## config.mk

```make
export PLATFORM = sky130hd
export DESIGN_NAME = cbsm_out_fifo_flat
export DESIGN_NICKNAME = d
export VERILOG_FILES = /design/src/design/assert_macros.svh /design/src/design/cbsm_pkg.sv /design/src/design/cbsm_if.sv /design/src/design/cbsm_out_fifo.sv /design/src/flat_wrapper.sv
export SDC_FILE = /design/constraint.sdc
export NUM_CORES = 1
export LEC_CHECK = 0
export BUFFER_PORTS_ARGS = -buffer_cell sky130_fd_sc_hd__buf_4
export CORE_MARGIN = 3
export CORE_UTILIZATION = 30
export DETAILED_ROUTE_END_ITERATION = 12
export GPL_ROUTABILITY_DRIVEN = 1
export PLACE_DENSITY = 0.57
export SLEW_MARGIN = 20
export SYNTH_ARGS = -nofsm -noshare
export SYNTH_HDL_FRONTEND = slang
export SYNTH_SLANG_ARGS = --single-unit
export TNS_END_PERCENT = 30
```

## constraint.sdc

```tcl
create_clock -name clk -period 2.4 [get_ports clk]
set_input_delay 0.72 -clock clk [delete_from_list [all_inputs] [get_ports clk]]
set_output_delay 0.72 -clock clk [all_outputs]
set_load 0.005 [all_outputs]
```

## src/design/assert_macros.svh

```systemverilog
// assertion macros shared by the mapper rtl
`ifndef ASSERT_MACROS_SVH
`define ASSERT_MACROS_SVH

// checked on every clock edge outside reset
`define CBSM_ASSERT(lbl, prop, msg) \
	lbl: assert property (@(posedge clk) disable iff (!arst_n) (prop)) else $error(msg);

// checked on every clock edge, reset included
`define CBSM_ASSERT_ALWAYS(lbl, prop, msg) \
	lbl: assert property (@(posedge clk) (prop)) else $error(msg);

`endif

```

## src/design/cbsm_pkg.sv

```systemverilog
// constants, codes, tables and types of the cartridge mapper
package cbsm_pkg;

	localparam int ROML_BANKS = 64;
	localparam int ROMH_BANKS = 16;
	localparam int BANK_BYTES = 8192;

	localparam int FUNC_W     = 4;
	localparam int ADDR_W     = 16;
	localparam int DATA_W     = 8;
	localparam int BANK_W     = 6;
	localparam int CT_W       = 3;
	localparam int CFG_IDX_W  = 3;
	localparam int CFG_DATA_W = 7;

	localparam int OFS_W     = $clog2(BANK_BYTES);
	localparam int RL_BW     = (ROML_BANKS > 1) ? $clog2(ROML_BANKS) : 1;
	localparam int RH_BW     = (ROMH_BANKS > 1) ? $clog2(ROMH_BANKS) : 1;
	localparam int RL_DEPTH  = ROML_BANKS * BANK_BYTES;
	localparam int RH_DEPTH  = ROMH_BANKS * BANK_BYTES;
	localparam int RL_AW     = $clog2(RL_DEPTH);
	localparam int RH_AW     = $clog2(RH_DEPTH);
	localparam int BANK_CODES = 2 ** BANK_W;
	localparam int OCEAN_SPLIT = 16;

	localparam logic [ADDR_W-1:0] IO1_BASE = 16'hde00;

	// bus access codes
	localparam logic [FUNC_W-1:0] FN_RESET   = 4'd0;
	localparam logic [FUNC_W-1:0] FN_LOAD_L  = 4'd1;
	localparam logic [FUNC_W-1:0] FN_LOAD_H  = 4'd2;
	localparam logic [FUNC_W-1:0] FN_IO1_WR  = 4'd3;
	localparam logic [FUNC_W-1:0] FN_IO1_RD  = 4'd4;
	localparam logic [FUNC_W-1:0] FN_IO2_WR  = 4'd5;
	localparam logic [FUNC_W-1:0] FN_IO2_RD  = 4'd6;
	localparam logic [FUNC_W-1:0] FN_ROML_RD = 4'd7;
	localparam logic [FUNC_W-1:0] FN_ROMH_RD = 4'd8;

	// cartridge schemes
	localparam logic [CT_W-1:0] CT_NONE   = 3'd0;
	localparam logic [CT_W-1:0] CT_NORMAL = 3'd1;
	localparam logic [CT_W-1:0] CT_OCEAN  = 3'd2;
	localparam logic [CT_W-1:0] CT_GS     = 3'd3;
	localparam logic [CT_W-1:0] CT_MAGIC  = 3'd4;

	// register indexes
	localparam logic [CFG_IDX_W-1:0] CFG_CART_TYPE  = 3'd0;
	localparam logic [CFG_IDX_W-1:0] CFG_ROML_COUNT = 3'd1;
	localparam logic [CFG_IDX_W-1:0] CFG_HAS_ROML   = 3'd2;
	localparam logic [CFG_IDX_W-1:0] CFG_HAS_ROMH   = 3'd3;
	localparam logic [CFG_IDX_W-1:0] CFG_GAME_RST   = 3'd4;
	localparam logic [CFG_IDX_W-1:0] CFG_EXROM_RST  = 3'd5;

	localparam int FIFO_DEPTH = 3;
	localparam int FIFO_PW    = $clog2(FIFO_DEPTH);
	localparam int FIFO_CW    = $clog2(FIFO_DEPTH + 1);

	typedef logic [FIFO_CW-1:0] fifo_cnt_t;
	typedef logic [BANK_CODES-1:0][RL_BW-1:0] rl_tab_t;
	typedef logic [BANK_CODES-1:0][RH_BW-1:0] rh_tab_t;

	typedef struct packed {
		logic [DATA_W-1:0] read_data;
		logic              driven;
		logic              game_line;
		logic              exrom_line;
	} out_word_t;

	function automatic rl_tab_t mk_rl_mod();
		rl_tab_t t;
		for (int i = 0; i < BANK_CODES; i++) t[i] = RL_BW'(i % ROML_BANKS);
		return t;
	endfunction

	function automatic rh_tab_t mk_rh_mod();
		rh_tab_t t;
		for (int i = 0; i < BANK_CODES; i++) t[i] = RH_BW'(i % ROMH_BANKS);
		return t;
	endfunction

	// ocean banks past the roml split land at bank minus split, wrapped
	function automatic rh_tab_t mk_ocean_rh();
		rh_tab_t t;
		for (int i = 0; i < BANK_CODES; i++)
			t[i] = RH_BW'((i + OCEAN_SPLIT * ROMH_BANKS - OCEAN_SPLIT) % ROMH_BANKS);
		return t;
	endfunction

	localparam rl_tab_t RL_MOD   = mk_rl_mod();
	localparam rh_tab_t RH_MOD   = mk_rh_mod();
	localparam rh_tab_t OCEAN_RH = mk_ocean_rh();

endpackage

```

## src/design/cbsm_if.sv

```systemverilog


interface cbsm_result_if;
	import cbsm_pkg::*;
	logic              valid;
	logic              ready;
	logic [DATA_W-1:0] read_data;
	logic              driven;
	logic              game_line;
	logic              exrom_line;

	modport source (output valid, read_data, driven, game_line, exrom_line, input ready);
	modport sink (input valid, read_data, driven, game_line, exrom_line, output ready);
endinterface

```

## src/design/cbsm_out_fifo.sv

```systemverilog
// three-word result queue that decouples the ram stage from the consumer
module cbsm_out_fifo (
	input  logic                 clk,
	input  logic                 arst_n,
	input  logic                 push,
	input  cbsm_pkg::out_word_t  push_word,
	output cbsm_pkg::fifo_cnt_t  count,
	cbsm_result_if.source        result
);
	import cbsm_pkg::*;

	out_word_t            fifo_q [FIFO_DEPTH];
	logic [FIFO_PW-1:0]   wr_ptr_q;
	logic [FIFO_PW-1:0]   rd_ptr_q;
	fifo_cnt_t            count_q;
	logic                 pop;
	out_word_t            head;

	function automatic logic [FIFO_PW-1:0] ptr_next(logic [FIFO_PW-1:0] p);
		return (p == FIFO_PW'(FIFO_DEPTH - 1)) ? '0 : p + 1'b1;
	endfunction

	assign head              = fifo_q[rd_ptr_q];
	assign pop               = result.valid && result.ready;
	assign count             = count_q;
	assign result.valid      = (count_q != '0);
	assign result.read_data  = head.read_data;
	assign result.driven     = head.driven;
	assign result.game_line  = head.game_line;
	assign result.exrom_line = head.exrom_line;

	always_ff @(posedge clk) begin
		if (push) begin
			fifo_q[wr_ptr_q] <= push_word;
		end
	end

	always_ff @(posedge clk or negedge arst_n) begin
		if (!arst_n) begin
			wr_ptr_q <= '0;
			rd_ptr_q <= '0;
			count_q  <= '0;
		end else begin
			if (push) wr_ptr_q <= ptr_next(wr_ptr_q);
			if (pop) rd_ptr_q <= ptr_next(rd_ptr_q);
			case ({push, pop})
				2'b10: count_q <= count_q + 1'b1;
				2'b01: count_q <= count_q - 1'b1;
				default: count_q <= count_q;
			endcase
		end
	end
endmodule

```

## src/flat_wrapper.sv

```systemverilog
// flat-port wrapper written by rule: the top's interface ports become plain ports
module cbsm_out_fifo_flat import cbsm_pkg::*;
  (clk, arst_n, push, push_word, count, result_valid, result_read_data, result_driven, result_game_line, result_exrom_line, result_ready);
  cbsm_result_if result_i ();
  input  logic clk;
  input  logic arst_n;
  input  logic push;
  input  cbsm_pkg::out_word_t push_word;
  output cbsm_pkg::fifo_cnt_t count;
  output wire logic [$bits(result_i.valid)-1:0] result_valid;
  output wire logic [$bits(result_i.read_data)-1:0] result_read_data;
  output wire logic [$bits(result_i.driven)-1:0] result_driven;
  output wire logic [$bits(result_i.game_line)-1:0] result_game_line;
  output wire logic [$bits(result_i.exrom_line)-1:0] result_exrom_line;
  input wire logic [$bits(result_i.ready)-1:0] result_ready;
  assign result_valid = result_i.valid;
  assign result_read_data = result_i.read_data;
  assign result_driven = result_i.driven;
  assign result_game_line = result_i.game_line;
  assign result_exrom_line = result_i.exrom_line;
  assign result_i.ready = result_ready;
  cbsm_out_fifo u_core (.clk(clk), .arst_n(arst_n), .push(push), .push_word(push_word), .count(count), .result(result_i));
endmodule
```

### Word level (Yosys, flattened, before mapping)

Memories as Yosys holds them, arrays and structs flattened.
Index checks and enable logic that the tools add are counted.

| operators by class | value |
|---|---|
| add/sub/neg operators | 4 |
| equal/unequal tests | 4 |
| muxes and demuxes | 5 |
| reduce and logical (&&, ||, !) cells | 3 |

Operators by type and width:

| cell | number |
|---|---|
| $add A2 B1 Y2 const B | 3 |
| $eq A2 B2 Y1 const B | 3 |
| $mux W2 | 2 |
| $pmux W2 S2 | 1 |
| $reduce_bool A2 Y1 | 2 |
| $eq A2 B1 Y1 const B | 1 |
| $mux W1 | 2 |
| $sub A2 B1 Y2 const B | 1 |
| $logic_and A1 B1 Y1 | 1 |

| storage, ports and cells | value |
|---|---|
| register bits after elaboration | 6 |
| memory bits (writable) | 33 |
| bits of input ports | 15 |
| memories kept | 1 |

Memories:

| name | depth | bits a word | read ports | clocked after Yosys merged registers in | write ports | line | text |
|---|---|---|---|---|---|---|---|
| u_core.fifo_q | 3 | 11 | 1 | 0 | 1 | cbsm_out_fifo.sv:12 | `out_word_t fifo_q [FIFO_DEPTH];` |

### Depth between registers and ports, before layout

| depth | value |
|---|---|
| depth after elaboration | 4 |
| depth in mapped cells | 6 |
| mapped depth without buffers | 6 |

### Least setup slack after synthesis

OpenSTA, ideal clock, no wires.

| path | value |
|---|---|
| path type | input -> register |
| start point | input port push |
| end point | memory u_core.fifo_q[2][0] (netlist name), enable pin |
| library setup time | 0.396 ns |
| arrival | 1.643 ns |
| data required time | 2.004 ns |
| setup slack | 0.362 ns |
| cell stages on the path | 2 |
| buffers on the path | 0 |
| cells stage by stage | inv_2 -> nor3b_1 |

| on the way | value |
|---|---|
| cells in the longest elaborated chain, start to end | 2 |

Ends and longest elaborated chain:

| what | line | text |
|---|---|---|
| start: declaration | flat_wrapper.sv:7 | `input logic push;` |
| $mux W1 | cbsm_out_fifo.sv:33 | `if (push) begin` |
| $mux W1 (not written as such) | cbsm_out_fifo.sv:34 | `fifo_q[wr_ptr_q] <= push_word;` |
| end: declaration | cbsm_out_fifo.sv:12 |  |

No other way between the ends.

### Worst setup path after layout

| path | value |
|---|---|
| start point | register u_core.rd_ptr_q[0] |
| end point | output port result_read_data[1] |

| on the way | value |
|---|---|
| cells in the longest elaborated chain, start to end | 1 |

Ends and longest elaborated chain:

| what | line | text |
|---|---|---|
| start: declaration | cbsm_out_fifo.sv:14 | `logic [FIFO_PW-1:0] rd_ptr_q;` |
| start signal: assignment | cbsm_out_fifo.sv:45 | `if (pop) rd_ptr_q <= ptr_next(rd_ptr_q);` |
| $mem_v2 Z3 W11 | -- |  |
| end: declaration | flat_wrapper.sv:11 | `output wire logic [$bits(result_i.read_data)-1:0] result_read_data;` |

No other way between the ends.

==> run_results.csv <==
group,metric,value,unit
clocking,cts_tree,"built",
final_layout,nets,150,
synthesis,ys_types,20,
timing,layout_min_cycle_time,1990,ps
critical_path,crit_chain,"buf_4 > mux2i_1 > o21ai_1 > buf_4",
timing,tns,0,ps
critical_path,start_kind,"flop",
drt,drt_wl_total,2.49,mm
synthesis,synth.cell_area,0.00150,sq mm
die,die_h,76.8,microns
timing,hold_viol_final,0,
die,row_count,25,
critical_path,endpoint_kind,"output port",
clocking,ctsResizeCount,0,
critical_path,required,1680,ps
final_layout,ff_latch_area,0.00114,sq mm
drt,drc,0,
timing,fin_worst_skew,5.19,ps
die,die_area,0.00590,sq mm
synthesis,yosysSeqAreaShare,75.9,%
critical_path,crit_fanout,8,
place,dp_hpwl,1.83,mm
final_layout,postLayoutCoreUtil,40.5,%
power_and_ir_drop,power_density,1140,mW/mm^2
clocking,path_clk_slew,70,ps
place,portBuffers,28,
critical_path,slowest_stage,"dfrtp_1",
critical_path,critPathMaxStageDelay,350,ps
clocking,clk-insertion-delay-late,290,ps
final_layout,diodes,0,
timing,worst_slew_pin_slew,578,ps
clocking,postCtsSetupRepairBufs,0,
global_route,grt_use_total,9.29,%
die,io_pins,29,
synthesis,ys_warn_count,0,
power_and_ir_drop,clock_power_share,23.5,%
timing,setup_viol,0,
critical_path,cp_common_cell,"buf_4",
power_and_ir_drop,p_int,0.00158,W
worst_hold_path,hp-class,"in -> async",
final_layout,area_growth_syn_to_layout,29.0,%
die,start_util,31.4,%
clocking,numCtsBuffers,5,
drt,drt_first_iter_violations,29,
final_layout,multiInputGateArea,337,sq um
drt,first_pass_iters,4,
timing,slew_violations,0,
power_and_ir_drop,p_leak,0.762,nW
clocking,cts_sinks,39,
synthesis,syn_inst,96,
synthesis,ys_seq_elements,39,
power_and_ir_drop,ir_drop,602,uV
outcome,status,"finished, final reports clean",
final_layout,fillers,453,
final_layout,drive_gt1_share,34.8,%
clocking,cts_root_buffer,"clkbuf_8",
die,core_area,0.00479,sq mm
power_and_ir_drop,power_frac_seq,45.4,%
power_and_ir_drop,pwr-share-comb,31.1,%
global_route,grt_max_degree,26,
synthesis,async_flop_share,15.4,%
power_and_ir_drop,switching_power,0.000632,W
timing,maxSlewHeadroom,61.3,%
timing,finalCritPeriodShare,82.7,%
drt,vias_per_cell,4.21,
die,die-width,76.8,microns
clocking,cts_hold_buf,0,
synthesis,yosys_most_used_dff,"edfxtp_1",
flow_run,drv_cap,0,
drt,wl_per_cell,12.3,microns
power_and_ir_drop,swShare,28.6,%
critical_path,critPathKind,"reg -> out",
place,gp_congestion,0.669,
timing,rsz0062_at_grt,"no",
clocking,clk_path_buf_depth,2,
clocking,htreeDepth,2,
synthesis,syn_area_per_cell,15.7,sq um
timing,max_freq,504,MHz
critical_path,arrival,1270,ps
final_layout,fin_area,0.00194,sq mm
synthesis,syn-num-nets,112,
global_route,antenna_found_initial,0,
place,placed_area,0.00183,sq mm
global_route,overflow,0,
synthesis,synth_edf_count,33,
drt,ant_nets,0,
drt,dr_total_vias,850,
global_route,grt_pass1_vias,842,
global_route,grt_first_pass_wirelength,4.20,mm
==> kinds of logic after synthesis <==
family                     Yosys count  share of synthesized area [%]
xor gates and xnor gates             3                           1.75
muxes                               11                           7.32
adders and majority gates            1                          0.832
buffers and inverters                6                           2.41
AOI/OAI and AO/OA                   16                           6.07
and+or+nand+nor                     20                           5.74
DFF                                 39                           75.9
==> per-stage QoR <==
| stage | cells | hold WS [ps] | power, W | worst slack, ps |
|---|---|---|---|---|
| after floorplan | 96 | 424 | 0.00137 | 362 |
| after CTS | 202 | 215 | 0.00225 | 200 |
| after global routing | 202 | 213 | 0.00236 | 265 |
| final | 202 | 223 | 0.00221 | 415 |
| after detailed placement | 194 | 532 | 0.00173 | 504 |
| after global placement | 194 | 516 | 0.00171 | 495 |
==> placed cells by master (no fill, tap or decap), types with 2 or more instances in the layout <==
| cell | netlist | final |
|---|---|---|
| mux2i_1 | 11 | 11 |
| nand2_1 | 13 | 13 |
| buf_4 | 1 | 35 |
| o21ai_1 | 12 | 12 |
| edfxtp_1 | 33 | 33 |
| dfrtp_1 | 6 | 5 |
| xnor2_1 | 2 | 2 |
| nor2_1 | 2 | 2 |
| a21o_1 | 3 | 3 |
| clkbuf_8 | 0 | 5 |
==> final timing paths <==
check	cells after the start	startpoint	slack (ps)	to
setup / recovery	4	u_core.rd_ptr_q[0]	410	result_read_data[1]
max in group asynchronous	1	arst_n	2050	u_core.rd_ptr_q[1]
hold / removal	1	arst_n	220	u_core.wr_ptr_q[1]
setup reg to reg	2	u_core.wr_ptr_q[1]	900	u_core.fifo_q[0][8]
hold reg to reg	1	u_core.count[1]	540	u_core.count[1]
min in group clk	1	u_core.count[1]	540	u_core.count[1]
==> power by group through the flow <==
| stage | Sequential (W) | Clock [W] | Combinational, W |
|---|---|---|---|
| final | 0.00100 | 0.000519 | 0.000687 |
| after CTS | 0.00101 | 0.000539 | 0.000709 |
| after global routing | 0.00103 | 0.000568 | 0.000768 |
| after global placement | 0.00101 | 0 | 0.000699 |
| after floorplan | 0.000961 | 0 | 0.000413 |
| after detailed placement | 0.00102 | 0 | 0.000707 |
==> metal layers <==
metal / wire length [microns] / global-route usage [%]
met5: 0 / 0
met4: 49 / 4.35
met3: 127 / 3.64
met2: 1240 / 14.9
met1: 1080 / 10.9
==> worst max-delay path: cells and delay by family, from the launching register on <==
family,cells,cell delay (ps)
buffers and inverters,2,330
AOI/OAI and AO/OA,1,90
DFF,1,350
muxes,1,210
==> sequential cells by signal, indices dropped and copies added, names as in the netlist <==
signal and cells:
u_core.fifo_q 33, u_core.count 2, u_core.rd_ptr_q 2, u_core.wr_ptr_q 2
==> final cells by class <==
type	instances	area share (%)
well taps	67	4.32
clock inverters	3	2.00
flip-flops and latches	39	58.9
repair buffers	35	13.5
multi-input cells	51	17.3
clock buffers	5	3.55
inverters	2	0.387
==> Yosys cell counts (2+ instances only) <==
master	n	area share, %
nor3_1	2	0.67
buf_2	2	0.67
nor2_1	2	0.50
nand2_1	13	3.2
edfxtp_1	33	66
dfrtp_1	6	10
mux2i_1	11	7.3
a21o_1	3	1.5
o21ai_1	12	4.0
xnor2_1	2	1.2
Note: power is estimated with default switching activity, not from simulation.
